## src/rtl/rfpc_pkg.sv

```systemverilog
// Shared types and constants of the radio front panel controller.
package rfpc_pkg;

    localparam int unsigned FREQ_MIN  = 8750;
    localparam int unsigned FREQ_MAX  = 10800;
    localparam int unsigned FREQ_SPAN = 2050;
    localparam int unsigned VOL_MAX   = 15;

    // Reciprocal of ten in Q0.16, exact for the rounded frequency range.
    localparam logic [12:0] RECIP_TEN = 13'd6554;

    // Infrared command codes.
    localparam logic [7:0] CMD_REC_START = 8'h0C;
    localparam logic [7:0] CMD_REC_STOP  = 8'h0B;
    localparam logic [7:0] CMD_SEEK_UP   = 8'h20;
    localparam logic [7:0] CMD_SEEK_DOWN = 8'h21;
    localparam logic [7:0] CMD_VOL_UP    = 8'h10;
    localparam logic [7:0] CMD_VOL_DOWN  = 8'h11;
    localparam logic [7:0] CMD_MUTE      = 8'h0D;

    // Action codes on the result.
    localparam logic [1:0] ACT_NONE  = 2'd0;
    localparam logic [1:0] ACT_FIRST = 2'd1;
    localparam logic [1:0] ACT_SECOND = 2'd2;

    // Configuration register indexes.
    localparam logic [2:0] REG_FREQ_LOW  = 3'd0;
    localparam logic [2:0] REG_FREQ_HIGH = 3'd1;
    localparam logic [2:0] REG_VOL_LOW   = 3'd2;
    localparam logic [2:0] REG_VOL_HIGH  = 3'd3;
    localparam logic [2:0] REG_FREQ_ALPHA = 3'd4;
    localparam logic [2:0] REG_VOL_ALPHA = 3'd5;

    // Classified actions of one tick, passed from front to back.
    typedef struct packed {
        logic [1:0] mutes;
        logic [1:0] seek;
        logic [1:0] vstep;
        logic [1:0] rec;
        logic       unknown;
        logic       fovr;
        logic       vovr;
    } action_t;

endpackage

```

## src/rtl/rfpc_queue.sv

```systemverilog
// Two-entry queue between the front and back parts.
module rfpc_queue #(
    parameter int W = 8
) (
    input  logic         clk,
    input  logic         rst_n,
    input  logic         push,
    input  logic [W-1:0] push_data,
    output logic         full,
    input  logic         pop,
    output logic [W-1:0] pop_data,
    output logic         empty
);

    logic [W-1:0] mem_reg [2];
    logic         wr_ptr_reg;
    logic         rd_ptr_reg;
    logic [1:0]   count_reg;

    assign full     = (count_reg == 2'd2);
    assign empty    = (count_reg == 2'd0);
    assign pop_data = mem_reg[rd_ptr_reg];

    always_ff @(posedge clk)
    begin
        if (push)
        begin
            mem_reg[wr_ptr_reg] <= push_data;
        end
    end

    always_ff @(posedge clk or negedge rst_n)
    begin
        if (!rst_n)
        begin
            wr_ptr_reg <= 1'b0;
            rd_ptr_reg <= 1'b0;
            count_reg  <= 2'd0;
        end
        else
        begin
            if (push)
            begin
                wr_ptr_reg <= ~wr_ptr_reg;
            end
            if (pop)
            begin
                rd_ptr_reg <= ~rd_ptr_reg;
            end
            if (push && !pop)
            begin
                count_reg <= count_reg + 2'd1;
            end
            else if (pop && !push)
            begin
                count_reg <= count_reg - 2'd1;
            end
        end
    end

endmodule

```

## src/rtl/rfpc_front.sv

```systemverilog
// Front part: takes a tick, smooths the pots, classifies buttons and IR.
module rfpc_front #(
    parameter int ADC_BITS = 10,
    parameter int ALPHA_FRAC_BITS = 16
) (
    input  logic                       clk,
    input  logic                       rst_n,
    input  logic                       in_valid,
    output logic                       in_ready,
    input  logic [ADC_BITS-1:0]        freq_sample,
    input  logic [ADC_BITS-1:0]        vol_sample,
    input  logic                       mute_pressed,
    input  logic                       start_pressed,
    input  logic                       stop_pressed,
    input  logic                       ir_valid,
    input  logic [7:0]                 ir_command,
    input  logic                       ir_repeat,
    input  logic [ALPHA_FRAC_BITS-1:0] freq_alpha,
    input  logic [ALPHA_FRAC_BITS-1:0] vol_alpha,
    input  logic                       q_full,
    output logic                       push,
    output logic [ADC_BITS-1:0]        push_freq_rd,
    output logic [ADC_BITS-1:0]        push_vol_rd,
    output rfpc_pkg::action_t          push_act
);

    localparam int F     = ALPHA_FRAC_BITS;
    localparam int AVG_W = ADC_BITS + F;

    logic                busy_reg;
    logic [ADC_BITS-1:0] fs_reg, vs_reg;
    logic                mute_reg, start_reg, stop_reg, irv_reg, irr_reg;
    logic [7:0]          cmd_reg;

    logic [AVG_W-1:0]    favg_reg, vavg_reg, favg_next, vavg_next;
    logic                seeded_reg;
    logic [ADC_BITS-1:0] lastf_reg, lastv_reg;
    logic                fovr_reg, vovr_reg, rep_reg;
    logic                fovr_next, vovr_next, rep_next;

    logic [F:0]            f_w1, v_w1;
    logic [F+ADC_BITS-1:0] f_p0, v_p0;
    logic [2*F+ADC_BITS:0] f_p1, v_p1;
    logic [AVG_W+1:0]      f_sum, v_sum;
    logic [ADC_BITS-1:0]   f_rd, v_rd;
    logic                  ir_take;
    rfpc_pkg::action_t     act;

    assign in_ready = !busy_reg;
    assign push     = busy_reg && !q_full;

    // Weighted sum: alpha * sample plus (1 - alpha) * old average, truncated; the first beat seeds the average.
    always_comb
    begin
        f_w1 = {1'b1, {F{1'b0}}} - {1'b0, freq_alpha};
        v_w1 = {1'b1, {F{1'b0}}} - {1'b0, vol_alpha};
        f_p0 = (F+ADC_BITS)'(freq_alpha) * (F+ADC_BITS)'(fs_reg);
        v_p0 = (F+ADC_BITS)'(vol_alpha) * (F+ADC_BITS)'(vs_reg);
        f_p1 = (2*F+ADC_BITS+1)'(f_w1) * (2*F+ADC_BITS+1)'(favg_reg);
        v_p1 = (2*F+ADC_BITS+1)'(v_w1) * (2*F+ADC_BITS+1)'(vavg_reg);
        f_sum = (AVG_W+2)'(f_p0) + (AVG_W+2)'(f_p1 >> F);
        v_sum = (AVG_W+2)'(v_p0) + (AVG_W+2)'(v_p1 >> F);
        if (seeded_reg)
        begin
            favg_next = f_sum[AVG_W-1:0];
            vavg_next = v_sum[AVG_W-1:0];
        end
        else
        begin
            favg_next = {fs_reg, {F{1'b0}}};
            vavg_next = {vs_reg, {F{1'b0}}};
        end
        f_rd = favg_next[AVG_W-1:F];
        v_rd = vavg_next[AVG_W-1:F];
    end

    always_comb
    begin
        ir_take   = irv_reg && (rep_reg || !irr_reg);
        act       = '0;
        fovr_next = (f_rd != lastf_reg) ? 1'b0 : fovr_reg;
        vovr_next = (v_rd != lastv_reg) ? 1'b0 : vovr_reg;
        rep_next  = ir_take ? 1'b0 : rep_reg;
        act.mutes = {1'b0, mute_reg};
        if (ir_take)
        begin
            unique case (cmd_reg)
                rfpc_pkg::CMD_REC_START: act.rec = rfpc_pkg::ACT_FIRST;
                rfpc_pkg::CMD_REC_STOP:  act.rec = rfpc_pkg::ACT_SECOND;
                rfpc_pkg::CMD_SEEK_UP:
                begin
                    fovr_next = 1'b1;
                    act.seek  = rfpc_pkg::ACT_FIRST;
                    rep_next  = 1'b1;
                end
                rfpc_pkg::CMD_SEEK_DOWN:
                begin
                    fovr_next = 1'b1;
                    act.seek  = rfpc_pkg::ACT_SECOND;
                    rep_next  = 1'b1;
                end
                rfpc_pkg::CMD_VOL_UP:
                begin
                    vovr_next = 1'b1;
                    act.vstep = rfpc_pkg::ACT_FIRST;
                    rep_next  = 1'b1;
                end
                rfpc_pkg::CMD_VOL_DOWN:
                begin
                    vovr_next = 1'b1;
                    act.vstep = rfpc_pkg::ACT_SECOND;
                    rep_next  = 1'b1;
                end
                rfpc_pkg::CMD_MUTE: act.mutes = act.mutes + 2'd1;
                default: act.unknown = 1'b1;
            endcase
        end
        if (start_reg)
        begin
            act.rec = rfpc_pkg::ACT_FIRST;
        end
        if (stop_reg)
        begin
            act.rec = rfpc_pkg::ACT_SECOND;
        end
        act.fovr = fovr_next;
        act.vovr = vovr_next;
    end

    assign push_freq_rd = f_rd;
    assign push_vol_rd  = v_rd;
    assign push_act     = act;

    always_ff @(posedge clk)
    begin
        if (in_valid && in_ready)
        begin
            fs_reg    <= freq_sample;
            vs_reg    <= vol_sample;
            mute_reg  <= mute_pressed;
            start_reg <= start_pressed;
            stop_reg  <= stop_pressed;
            irv_reg   <= ir_valid;
            cmd_reg   <= ir_command;
            irr_reg   <= ir_repeat;
        end
    end

    always_ff @(posedge clk or negedge rst_n)
    begin
        if (!rst_n)
        begin
            busy_reg   <= 1'b0;
            favg_reg   <= '0;
            vavg_reg   <= '0;
            seeded_reg <= 1'b0;
            lastf_reg  <= '0;
            lastv_reg  <= '0;
            fovr_reg   <= 1'b0;
            vovr_reg   <= 1'b0;
            rep_reg    <= 1'b0;
        end
        else if (push)
        begin
            busy_reg   <= 1'b0;
            favg_reg   <= favg_next;
            vavg_reg   <= vavg_next;
            seeded_reg <= 1'b1;
            lastf_reg  <= f_rd;
            lastv_reg  <= v_rd;
            fovr_reg   <= fovr_next;
            vovr_reg   <= vovr_next;
            rep_reg    <= rep_next;
        end
        else if (in_valid && in_ready)
        begin
            busy_reg <= 1'b1;
        end
    end

endmodule

```

## src/rtl/rfpc_back.sv

```systemverilog
// Back part: maps the readings through a shared serial divider and holds the result.
module rfpc_back #(
    parameter int ADC_BITS = 10
) (
    input  logic                clk,
    input  logic                rst_n,
    input  logic                q_empty,
    output logic                pop,
    input  logic [ADC_BITS-1:0] q_freq_rd,
    input  logic [ADC_BITS-1:0] q_vol_rd,
    input  rfpc_pkg::action_t   q_act,
    input  logic [ADC_BITS-1:0] freq_pot_low,
    input  logic [ADC_BITS-1:0] freq_pot_high,
    input  logic [ADC_BITS-1:0] vol_pot_low,
    input  logic [ADC_BITS-1:0] vol_pot_high,
    output logic                out_valid,
    input  logic                out_ready,
    output logic [13:0]         tuned_freq,
    output logic [3:0]          volume_level,
    output logic [1:0]          mute_toggles,
    output logic [1:0]          seek_request,
    output logic [1:0]          remote_vol_step,
    output logic [1:0]          rec_action,
    output logic                freq_overridden,
    output logic                vol_overridden,
    output logic                ir_unknown
);

    localparam int NUM_W = ADC_BITS + 12;
    localparam int CNT_W = $clog2(NUM_W);
    localparam logic signed [NUM_W:0] K_FREQ = (NUM_W+1)'(rfpc_pkg::FREQ_SPAN);
    localparam logic signed [NUM_W:0] K_VOL  = (NUM_W+1)'(rfpc_pkg::VOL_MAX);

    localparam logic [2:0] S_IDLE  = 3'd0;
    localparam logic [2:0] S_FSET  = 3'd1;
    localparam logic [2:0] S_DIV   = 3'd2;
    localparam logic [2:0] S_FPOST = 3'd3;
    localparam logic [2:0] S_FRND  = 3'd4;
    localparam logic [2:0] S_VSET  = 3'd5;
    localparam logic [2:0] S_VPOST = 3'd6;
    localparam logic [2:0] S_OUT   = 3'd7;

    logic [2:0]          state_reg;
    logic                chan_reg;
    logic [CNT_W-1:0]    cnt_reg;
    logic [ADC_BITS-1:0] frd_reg, vrd_reg;
    rfpc_pkg::action_t   act_reg;
    logic [NUM_W-1:0]    quo_reg;
    logic [ADC_BITS:0]   rem_reg;
    logic [ADC_BITS-1:0] den_reg;
    logic                neg_reg, zero_reg;
    logic [13:0]         fclamp_reg, fround_reg;
    logic [3:0]          vol_reg;
    logic                ovalid_reg;
    logic [13:0]         o_freq_reg;
    logic [3:0]          o_vol_reg;
    rfpc_pkg::action_t   o_act_reg;

    // Setup of one map: numerator and divisor magnitudes.
    logic [ADC_BITS-1:0]     s_rd, s_lo, s_hi;
    logic signed [ADC_BITS:0] s_diff, s_span;
    logic signed [NUM_W:0]   s_num, s_k, s_num_abs;
    logic signed [ADC_BITS:0] s_span_abs;
    // Divider step and signed quotient.
    logic [ADC_BITS:0]       d_sh;
    logic                    d_ge;
    logic signed [NUM_W:0]   qs;
    // Rounding to tens.
    logic [13:0]             r_in;
    logic [26:0]             r_prod;
    logic [10:0]             r_q;

    always_comb
    begin
        if (state_reg == S_FSET)
        begin
            s_rd = frd_reg;
            s_lo = freq_pot_low;
            s_hi = freq_pot_high;
            s_k  = K_FREQ;
        end
        else
        begin
            s_rd = vrd_reg;
            s_lo = vol_pot_low;
            s_hi = vol_pot_high;
            s_k  = K_VOL;
        end
        s_diff     = $signed({1'b0, s_rd}) - $signed({1'b0, s_lo});
        s_span     = $signed({1'b0, s_hi}) - $signed({1'b0, s_lo});
        s_num      = (NUM_W+1)'(s_diff) * s_k;
        s_num_abs  = s_num[NUM_W] ? -s_num : s_num;
        s_span_abs = s_span[ADC_BITS] ? -s_span : s_span;

        d_sh = {rem_reg[ADC_BITS-1:0], quo_reg[NUM_W-1]};
        d_ge = d_sh >= {1'b0, den_reg};

        if (zero_reg)
        begin
            qs = '0;
        end
        else if (neg_reg)
        begin
            qs = -$signed({1'b0, quo_reg});
        end
        else
        begin
            qs = $signed({1'b0, quo_reg});
        end

        r_in   = fclamp_reg + 14'd5;
        r_prod = 27'(r_in) * 27'(rfpc_pkg::RECIP_TEN);
        r_q    = r_prod[26:16];
    end

    assign pop = (state_reg == S_IDLE) && !q_empty;

    always_ff @(posedge clk)
    begin
        unique case (state_reg)
            S_IDLE:
            begin
                frd_reg <= q_freq_rd;
                vrd_reg <= q_vol_rd;
                act_reg <= q_act;
            end
            S_FSET, S_VSET:
            begin
                quo_reg  <= s_num_abs[NUM_W-1:0];
                den_reg  <= s_span_abs[ADC_BITS-1:0];
                rem_reg  <= '0;
                neg_reg  <= s_num[NUM_W] ^ s_span[ADC_BITS];
                zero_reg <= (s_span == '0);
            end
            S_DIV:
            begin
                if (d_ge)
                begin
                    rem_reg <= d_sh - {1'b0, den_reg};
                    quo_reg <= {quo_reg[NUM_W-2:0], 1'b1};
                end
                else
                begin
                    rem_reg <= d_sh;
                    quo_reg <= {quo_reg[NUM_W-2:0], 1'b0};
                end
            end
            S_FPOST:
            begin
                if (qs < 0)
                begin
                    fclamp_reg <= 14'(rfpc_pkg::FREQ_MIN);
                end
                else if (qs > $signed((NUM_W+1)'(rfpc_pkg::FREQ_SPAN)))
                begin
                    fclamp_reg <= 14'(rfpc_pkg::FREQ_MAX);
                end
                else
                begin
                    fclamp_reg <= 14'(qs) + 14'(rfpc_pkg::FREQ_MIN);
                end
            end
            S_FRND:
            begin
                fround_reg <= {r_q, 3'b000} + {2'b00, r_q, 1'b0};
            end
            S_VPOST:
            begin
                if (qs < 0)
                begin
                    vol_reg <= '0;
                end
                else if (qs > $signed((NUM_W+1)'(rfpc_pkg::VOL_MAX)))
                begin
                    vol_reg <= 4'(rfpc_pkg::VOL_MAX);
                end
                else
                begin
                    vol_reg <= qs[3:0];
                end
            end
            S_OUT:
            begin
                if (!ovalid_reg || out_ready)
                begin
                    o_freq_reg <= fround_reg;
                    o_vol_reg  <= vol_reg;
                    o_act_reg  <= act_reg;
                end
            end
            default:
            begin
            end
        endcase
    end

    always_ff @(posedge clk or negedge rst_n)
    begin
        if (!rst_n)
        begin
            state_reg  <= S_IDLE;
            chan_reg   <= 1'b0;
            cnt_reg    <= '0;
            ovalid_reg <= 1'b0;
        end
        else
        begin
            if (ovalid_reg && out_ready)
            begin
                ovalid_reg <= 1'b0;
            end
            unique case (state_reg)
                S_IDLE:
                begin
                    if (!q_empty)
                    begin
                        state_reg <= S_FSET;
                    end
                end
                S_FSET:
                begin
                    chan_reg  <= 1'b0;
                    cnt_reg   <= '0;
                    state_reg <= S_DIV;
                end
                S_VSET:
                begin
                    chan_reg  <= 1'b1;
                    cnt_reg   <= '0;
                    state_reg <= S_DIV;
                end
                S_DIV:
                begin
                    cnt_reg <= cnt_reg + CNT_W'(1);
                    if (cnt_reg == CNT_W'(NUM_W - 1))
                    begin
                        state_reg <= chan_reg ? S_VPOST : S_FPOST;
                    end
                end
                S_FPOST: state_reg <= S_FRND;
                S_FRND:  state_reg <= S_VSET;
                S_VPOST: state_reg <= S_OUT;
                S_OUT:
                begin
                    if (!ovalid_reg || out_ready)
                    begin
                        ovalid_reg <= 1'b1;
                        state_reg  <= S_IDLE;
                    end
                end
                default: state_reg <= S_IDLE;
            endcase
        end
    end

    assign out_valid       = ovalid_reg;
    assign tuned_freq      = o_freq_reg;
    assign volume_level    = o_vol_reg;
    assign mute_toggles    = o_act_reg.mutes;
    assign seek_request    = o_act_reg.seek;
    assign remote_vol_step = o_act_reg.vstep;
    assign rec_action      = o_act_reg.rec;
    assign freq_overridden = o_act_reg.fovr;
    assign vol_overridden  = o_act_reg.vovr;
    assign ir_unknown      = o_act_reg.unknown;

endmodule

```

## src/rtl/radio_front_panel_controller_unit.sv

```systemverilog
// Top level of the radio front panel controller.
// Each input beat is registered by the front part, pushed into the two-entry queue and
// then taken by the back part; the front part takes a new beat once it has pushed the last.
// The back part takes a new beat only after it has issued the last result, as it runs
// the shared bit-serial divider for the frequency map and then for the volume map.
// Reset (rst_n, asynchronous, active low) clears averages, flags, the queue and
// the result valid flag and loads the calibration defaults; no clearing pass.
module radio_front_panel_controller_unit #(
    parameter int ADC_BITS = 10,
    parameter int ALPHA_FRAC_BITS = 16,
    localparam int CFG_W = (ADC_BITS > ALPHA_FRAC_BITS) ? ADC_BITS : ALPHA_FRAC_BITS
) (
    input  logic                clk,
    input  logic                rst_n,
    // Configuration write port.
    input  logic                cfg_we,
    input  logic [2:0]          cfg_addr,
    input  logic [CFG_W-1:0]    cfg_wdata,
    // Input channel.
    input  logic                in_valid,
    output logic                in_ready,
    input  logic [ADC_BITS-1:0] freq_sample,
    input  logic [ADC_BITS-1:0] vol_sample,
    input  logic                mute_pressed,
    input  logic                start_pressed,
    input  logic                stop_pressed,
    input  logic                ir_valid,
    input  logic [7:0]          ir_command,
    input  logic                ir_repeat,
    // Result channel.
    output logic                out_valid,
    input  logic                out_ready,
    output logic [13:0]         tuned_freq,
    output logic [3:0]          volume_level,
    output logic [1:0]          mute_toggles,
    output logic [1:0]          seek_request,
    output logic [1:0]          remote_vol_step,
    output logic [1:0]          rec_action,
    output logic                freq_overridden,
    output logic                vol_overridden,
    output logic                ir_unknown
);

    localparam int F   = ALPHA_FRAC_BITS;
    localparam int Q_W = 2 * ADC_BITS + $bits(rfpc_pkg::action_t);

    // Calibration and smoothing registers.
    logic [ADC_BITS-1:0] freq_low_reg, freq_high_reg, vol_low_reg, vol_high_reg;
    logic [F-1:0]        freq_alpha_reg, vol_alpha_reg;

    // Front to queue, queue to back.
    logic                push, pop, q_full, q_empty;
    logic [ADC_BITS-1:0] push_freq_rd, push_vol_rd;
    rfpc_pkg::action_t   push_act;
    logic [Q_W-1:0]      q_out;

    // Registers must be written by the user only while the block is idle (the block
    // does not enforce it), so the datapath can read them without any shadowing.
    always_ff @(posedge clk or negedge rst_n)
    begin
        if (!rst_n)
        begin
            freq_low_reg   <= '0;
            freq_high_reg  <= '1;
            vol_low_reg    <= '0;
            vol_high_reg   <= '1;
            freq_alpha_reg <= F'(3277);
            vol_alpha_reg  <= F'(32768);
        end
        else if (cfg_we)
        begin
            unique case (cfg_addr)
                rfpc_pkg::REG_FREQ_LOW:   freq_low_reg   <= cfg_wdata[ADC_BITS-1:0];
                rfpc_pkg::REG_FREQ_HIGH:  freq_high_reg  <= cfg_wdata[ADC_BITS-1:0];
                rfpc_pkg::REG_VOL_LOW:    vol_low_reg    <= cfg_wdata[ADC_BITS-1:0];
                rfpc_pkg::REG_VOL_HIGH:   vol_high_reg   <= cfg_wdata[ADC_BITS-1:0];
                rfpc_pkg::REG_FREQ_ALPHA: freq_alpha_reg <= cfg_wdata[F-1:0];
                rfpc_pkg::REG_VOL_ALPHA:  vol_alpha_reg  <= cfg_wdata[F-1:0];
                default:
                begin
                end
            endcase
        end
    end

    // The front part smooths and classifies one beat and holds it until the
    // queue has room.
    rfpc_front #(
        .ADC_BITS       (ADC_BITS),
        .ALPHA_FRAC_BITS(ALPHA_FRAC_BITS)
    ) u_front (
        .clk          (clk),
        .rst_n        (rst_n),
        .in_valid     (in_valid),
        .in_ready     (in_ready),
        .freq_sample  (freq_sample),
        .vol_sample   (vol_sample),
        .mute_pressed (mute_pressed),
        .start_pressed(start_pressed),
        .stop_pressed (stop_pressed),
        .ir_valid     (ir_valid),
        .ir_command   (ir_command),
        .ir_repeat    (ir_repeat),
        .freq_alpha   (freq_alpha_reg),
        .vol_alpha    (vol_alpha_reg),
        .q_full       (q_full),
        .push         (push),
        .push_freq_rd (push_freq_rd),
        .push_vol_rd  (push_vol_rd),
        .push_act     (push_act)
    );

    rfpc_queue #(
        .W(Q_W)
    ) u_queue (
        .clk      (clk),
        .rst_n    (rst_n),
        .push     (push),
        .push_data({push_freq_rd, push_vol_rd, push_act}),
        .full     (q_full),
        .pop      (pop),
        .pop_data (q_out),
        .empty    (q_empty)
    );

    // The back part maps readings to frequency and volume and owns the
    // result register, which decouples it from the downstream ready.
    rfpc_back #(
        .ADC_BITS(ADC_BITS)
    ) u_back (
        .clk            (clk),
        .rst_n          (rst_n),
        .q_empty        (q_empty),
        .pop            (pop),
        .q_freq_rd      (q_out[Q_W-1 -: ADC_BITS]),
        .q_vol_rd       (q_out[Q_W-ADC_BITS-1 -: ADC_BITS]),
        .q_act          (q_out[$bits(rfpc_pkg::action_t)-1:0]),
        .freq_pot_low   (freq_low_reg),
        .freq_pot_high  (freq_high_reg),
        .vol_pot_low    (vol_low_reg),
        .vol_pot_high   (vol_high_reg),
        .out_valid      (out_valid),
        .out_ready      (out_ready),
        .tuned_freq     (tuned_freq),
        .volume_level   (volume_level),
        .mute_toggles   (mute_toggles),
        .seek_request   (seek_request),
        .remote_vol_step(remote_vol_step),
        .rec_action     (rec_action),
        .freq_overridden(freq_overridden),
        .vol_overridden (vol_overridden),
        .ir_unknown     (ir_unknown)
    );

endmodule

```

## config.mk

```make
export PLATFORM = sky130hd
export DESIGN_NAME = radio_front_panel_controller_unit
export DESIGN_NICKNAME = d
export VERILOG_FILES = /design/src/rtl/rfpc_pkg.sv /design/src/rtl/rfpc_queue.sv /design/src/rtl/rfpc_front.sv /design/src/rtl/rfpc_back.sv /design/src/rtl/radio_front_panel_controller_unit.sv
export SDC_FILE = /design/constraint.sdc
export NUM_CORES = 2
export LEC_CHECK = 0
export BUFFER_PORTS_ARGS = -buffer_cell sky130_fd_sc_hd__clkbuf_2
export CORE_MARGIN = 3
export CORE_UTILIZATION = 55
export DETAILED_ROUTE_END_ITERATION = 12
export PLACE_DENSITY_LB_ADDON = 0.25
export REMOVE_ABC_BUFFERS = 1
export SYNTH_ARGS = -nofsm -noshare
export SYNTH_HDL_FRONTEND = slang
export SYNTH_SLANG_ARGS = --single-unit
```

## constraint.sdc

```tcl
create_clock -name clk -period 16.9 [get_ports clk]
set_clock_uncertainty 0.15 [all_clocks]
set_input_delay 1.69 -clock clk [delete_from_list [all_inputs] [get_ports clk]]
set_output_delay 1.69 -clock clk [all_outputs]
set_load 0.02 [all_outputs]
```

# --- Yosys cells after proc, flatten, opt, wreduce, memory -nomap -nowiden ---
# Memory sizes are Yosys's and may differ from the RTL's. A register that Yosys moved wholly into a read port is not among the register bits.
# Index checks and enable logic that the tools add are counted.
totals:
  register_bits: 301
  ram_bits: 62
  in_bits: 57
  n_memories: 1
classes:
  addsub: 17
  multipliers: 6
  magnitude_cmp: 4
  eq_ne: 26
  n_mux: 49
  n_bitwise: 3
  reduce_logical: 38
mem_list:
  columns: ["memory", "words", "width", "rd", "rd_clocked_by_memory_dff", "wr", "line", "source"]
  rows:
  - ["u_queue.mem_reg", 2, 31, 1, 1, 1, "rfpc_queue.sv:15", "logic [W-1:0] mem_reg [2];"]
op_table:
  columns: ["operator", "n"]
  rows:
  - ["multiplier 17 x 26 -> 42 bit", 2]
  - ["adder 26 bit", 2]
  - ["multiplier 16 x 10 -> 26 bit", 2]
  - ["two-way mux 26 bit", 2]
  - ["two-way mux 10 bit", 5]
  - ["two-way mux 23 bit", 2]
  - ["one-hot mux 22 bit (2 select lines)", 1]
  - ["subtractor 17 x 16 -> 17 bit, first input constant", 2]
  - ["multiplier 14 x 12 -> 26 bit, second input constant", 1]
  - ["== test 8 x 4 -> 1 bit, second input constant", 3]
  - ["two-way mux 12 bit", 2]
  - ["greater-than comparator 23 x 13 -> 1 bit, second input constant", 1]
  - ["greater-than comparator 23 x 5 -> 1 bit, second input constant", 1]
  - ["less-than comparator 23 x 1 -> 1 bit, second input constant", 1]
  - ["multiplier 11 x 13 -> 23 bit", 1]
  - ["negator 22 -> 23 bit", 1]
  - ["two-way mux 22 bit", 1]
  - ["negator 22 bit", 1]
  - ["subtractor 10 x 10 -> 11 bit", 2]
  - ["one-hot mux 3 bit (7 select lines)", 1]
  - ["!= test 10 bit", 2]
  - ["one-hot mux 10 bit (2 select lines)", 1]
  - ["== test 3 bit, second input constant", 6]
  - ["two-way mux 1 bit", 18]
  - ["39 further kinds", 82]

# --- Depth between registers and ports, before layout ---
logic_depth:
  ltp_word: 8
  ltp_mapped: 52
  mapped_depth_nobuf: 49

# --- Cells and area by module ---
# Synthesis repeated with hierarchy kept, for this count alone.
hier_totals:
  cells_unflattened: 6740
  area_unflattened_um2: 62910.3
modules_own_cells:
  columns: ["module", "instances", "cells_each", "area_each_um2", "seq_area_each_um2"]
  rows:
  - ["rfpc_front", 1, 5094, 43659.4, 2417.3]
  - ["rfpc_back", 1, 1376, 13859.5, 4274.1]
  - ["radio_front_panel_controller_unit", 1, 157, 2813.9, 1836.8]
  - ["rfpc_queue", 1, 113, 2577.5, 1961.9]

# --- Least setup slack after synthesis ---
# Ideal clock, no wire load.
synth_timing:
  path_kind: "register to register"
  start: "register vol_alpha_reg[4]"
  end: "memory u_queue.mem_reg[0][0] (netlist name), data pin"
  t_arrival_ns: 12.072
  t_required_ns: 16.616
  setup_slack_ns: 4.544
  path_stages_with_launch: 47
  n_path_buf: 1
  synth_period_minus_slack_ns: 12.356
  cell_sequence: "dfrtp_1 or4_4 or3_1 or2_1 or3_4 nor3_1 xnor2_1 clkbuf_1 nand2_1 fa_1 inv_1 fa_1 fa_1 fa_1 fa_1 inv_1 fa_1 inv_1 [... 11 more ...] xnor2_1 fa_1 inv_1 fa_1 fa_1 inv_1 ha_1 and3_1 a211oi_1 inv_1 a31oi_1 o21ai_0 and3_1 a221o_1 o41ai_1 nand4_1 nor3b_2 or2_1"
synth_lines:
  columns: ["item", "line", "source"]
  rows:
  - ["start, declared", "radio_front_panel_controller_unit.sv:49", "logic [F-1:0] freq_alpha_reg, vol_alpha_reg;"]
  - ["start signal, assigned", "radio_front_panel_controller_unit.sv:78", "rfpc_pkg::REG_VOL_ALPHA: vol_alpha_reg <= cfg_wdata[F-1:0];"]
  - ["end, declared", "rfpc_queue.sv:15", null]

==> impl_metrics.csv <==
group,metric,value,unit
final_layout,largest_register_ffs,62,
routing,route.detailed.drc,0,
grt,gr-total-overflow,0,
worst_setup_path,regToRegSetupSlack,2780,ps
final_layout,layout-drive-gt1-share,0.0670,
sta,whs,268,ps
synth,async_flop_share,0.384,
synth,synth_area_leader_cell,"fa_1",
grt,grt_pass1_wl,248,mm
synth,netlist_area,0.0614,mm^2
synth,ys.flop_type,"edfxtp_1",
worst_setup_path,r2r_end,"u_queue.mem_reg[0][0]$_DFFE_PP_",
synth,synth.avg_cell_area,9.31,um^2
synth,postSynthCellCount,6597,
die,die_area,0.116,mm^2
clock_network,numCtsBuffers,42,
clock_network,cts_sinks,372,
routing,routed_via_density,5.45,
worst_setup_path,crit_arrival,14410,ps
synth,ys_top_cells_by_area,"fa_1 34%, ha_1 11%, edfxtp_1 11%, inv_1 8.9%, nand2_1 6.7%",
final_layout,layout_commonest_cell,"inv_1",
routing,final_antenna_net_count,0,
worst_hold_path,worstHoldStart,"u_back.fround_reg[7]$_DFFE_PN_",
sta,slew_headroom,0.153,
sta,finalSetupViolCount,0,
final_layout,area_growth,6.08,%
synth,synth.yosys.seq_area_share,0.171,
run,max_cap_viol_count,0,
worst_hold_path,min_to,"u_back.tuned_freq[7]$_DFFE_PP_",
worst_setup_path,crit_type,"reg2reg",
clock_network,cts_tree,"done",
place,hpwl,119,mm
synth,ys_types,83,
die,fp.coreArea,0.110,mm^2
clock_network,insertion_delay,590,ps
grt,grt_pass1_vias,46700,
clock_network,postCtsSetupBuffers,0,
sta,slew_violations,0,
synth,synth-edff-count,229,
place,portBuffers,86,
worst_setup_path,crit_start,"vol_alpha_reg[4]$_DFFE_PN0P_",
worst_setup_path,startpoint_type,"register",
sta,hold_viol,0,
clock_network,root_buffer,"clkbuf_16",
final_layout,nNetsFinal,8194,
synth,yosys.area_share.xor_xnor,0.0404,
grt,grt_max_degree,84,
routing,wire_per_inst,18.9,um
worst_hold_path,min_path_cells,0,
synth,synth_seq_cells,372,
place,routabilityCongestion,0.963,
clock_network,htreeDepth,2,
sta,fin_crit_sh,0.835,
sta,tightest_slew,1270,ps
die,die_w,340,um
die,ios,88,
synth,synthAdderAreaFrac,0.459,
final_layout,design_area,0.0651,mm^2
die,initial_core_util,0.559,
die,rows,121,
run_status,outcome,"completed",
sta,fin_tns_setup,0,ps
routing,first_iter_violations,2864,
place,numPlacedInstances,7950,
sta,max_freq,0.0708,GHz
routing,drt_first_pass_iters,6,
final_layout,final_cell_mix,"1453 x inv_1, 1088 x nand2_1, 1055 x fa_1, 564 x ha_1, 378 x and2_1",
grt,grtUsageTotal,0.270,
sta,rsz0062_at_grt,"no",
worst_setup_path,critPathCaptureType,"register",
die,die_h,340,um
clock_network,path_clk_slew,60,ps
place,place_area,0.0636,mm^2
synth,synthMuxAreaShare,0.0265,
synth,synth_compound_area_frac,0.0521,
synth,synth_top_family_by_area,"adder cells",
clock_network,clockBufferDepth,3,
worst_setup_path,cpMostUsedCell,"fa_1",
routing,vias,43800,
clock_network,hold_buffers,0,
sta,period_minus_slack,14120,ps
worst_setup_path,critical_path.max_fanout,26,
grt,antenna_found_initial,7,
clock_network,cts_resized,0,
worst_setup_path,cp.required,17200,ps
routing,routed_wl,152,mm
synth,synth-simple-area-share,0.145,
worst_hold_path,hold_class,"reg2reg",
synth,ys_warn_count,0,
final_layout,fin_cells,8032,
synth,synth.top_cell.area_share,0.344,
worst_setup_path,max_stage_delay,630,ps
worst_setup_path,rr_worst_depth,46,
worst_setup_path,crit_slowest_cell,"or4_4",
worst_setup_path,reg2reg_from,"vol_alpha_reg[4]$_DFFE_PN0P_",
cells in the mapped netlist (all sizes together) (24+ instances only):
library cell  number
nand2           1089
dfrtp            115
inv             1453
nor2b             33
a21oi            143
nor3              42
and2             378
buf               34
mux2i             24
o21ai            128
fa              1055
mux2             123
xor2              97
nand3             50
xnor2            182
dfstp             28
nor2             181
edfxtp           229
a21o              55
ha               564
nand2b            35
clkbuf           251
cell families (layout without fill, tap and decap cells):
group	count (synthesis)	count (layout)
compound gates	506	506
xor+xnor	280	280
fa+ha+maj	1619	1619
buf+inv	1739	1692
flops	372	372
mux	147	147
other cells	2	8
simple gates	1932	1932
area by class of cell:
| cell class | count | area, um^2 |
|---|---|---|
| Tap cell | 1476 | 1850 |
| Fill cell | 9383 | 44600 |
| Clock buffer | 48 | 1100 |
| Antenna cell | 4 | 10.0 |
| Sequential cell | 372 | 10500 |
| Inverter | 1454 | 5460 |
| Clock inverter | 30 | 409 |
| Timing Repair Buffer | 160 | 992 |
| Multi-Input combinational cell | 4488 | 44800 |
per-layer routing:
metal | vias up | global-route usage | wire, um
li1 | 19900 | - | -
met1 | 22000 | 0.362 | 62100
met2 | 1607 | 0.443 | 71300
met3 | 279 | 0.0618 | 13700
met4 | 4 | 0.0779 | 4560
met5 | - | 0 | 30
worst max-delay path, delay by kind of cell, from the launching register on:
family / cells / cell delay (ps)
AOI/OAI and AO/OA: 11 / 3310
xor gates and xnor gates: 2 / 550
adders and majority gates: 11 / 5070
buffers and inverters: 7 / 360
DFF: 1 / 580
and+or+nand+nor: 15 / 3940
how the worst max path moves through the flow:
stage / slack [ps] / end
after floorplan: 4100 / u_queue.mem_reg[0][0]$_DFFE_PP_
after global placement: 3100 / u_queue.mem_reg[0][0]$_DFFE_PP_
after detailed placement: 2910 / u_queue.mem_reg[0][0]$_DFFE_PP_
after CTS: 2870 / u_queue.mem_reg[1][0]$_DFFE_PP_
after global routing: 1840 / u_queue.mem_reg[1][0]$_DFFE_PP_
final: 2780 / u_queue.mem_reg[0][0]$_DFFE_PP_
metrics by stage:
stage	util	setup slack, ps
final	0.594	2780
after global routing	0.593	1840
after CTS	0.593	2870
after detailed placement	0.580	2910
after global placement	0.580	3100
after floorplan	-	4100
Power is left out: the tool's default activity adds up to more than one toggle a clock period on the data nets, which glitch-free logic cannot reach.
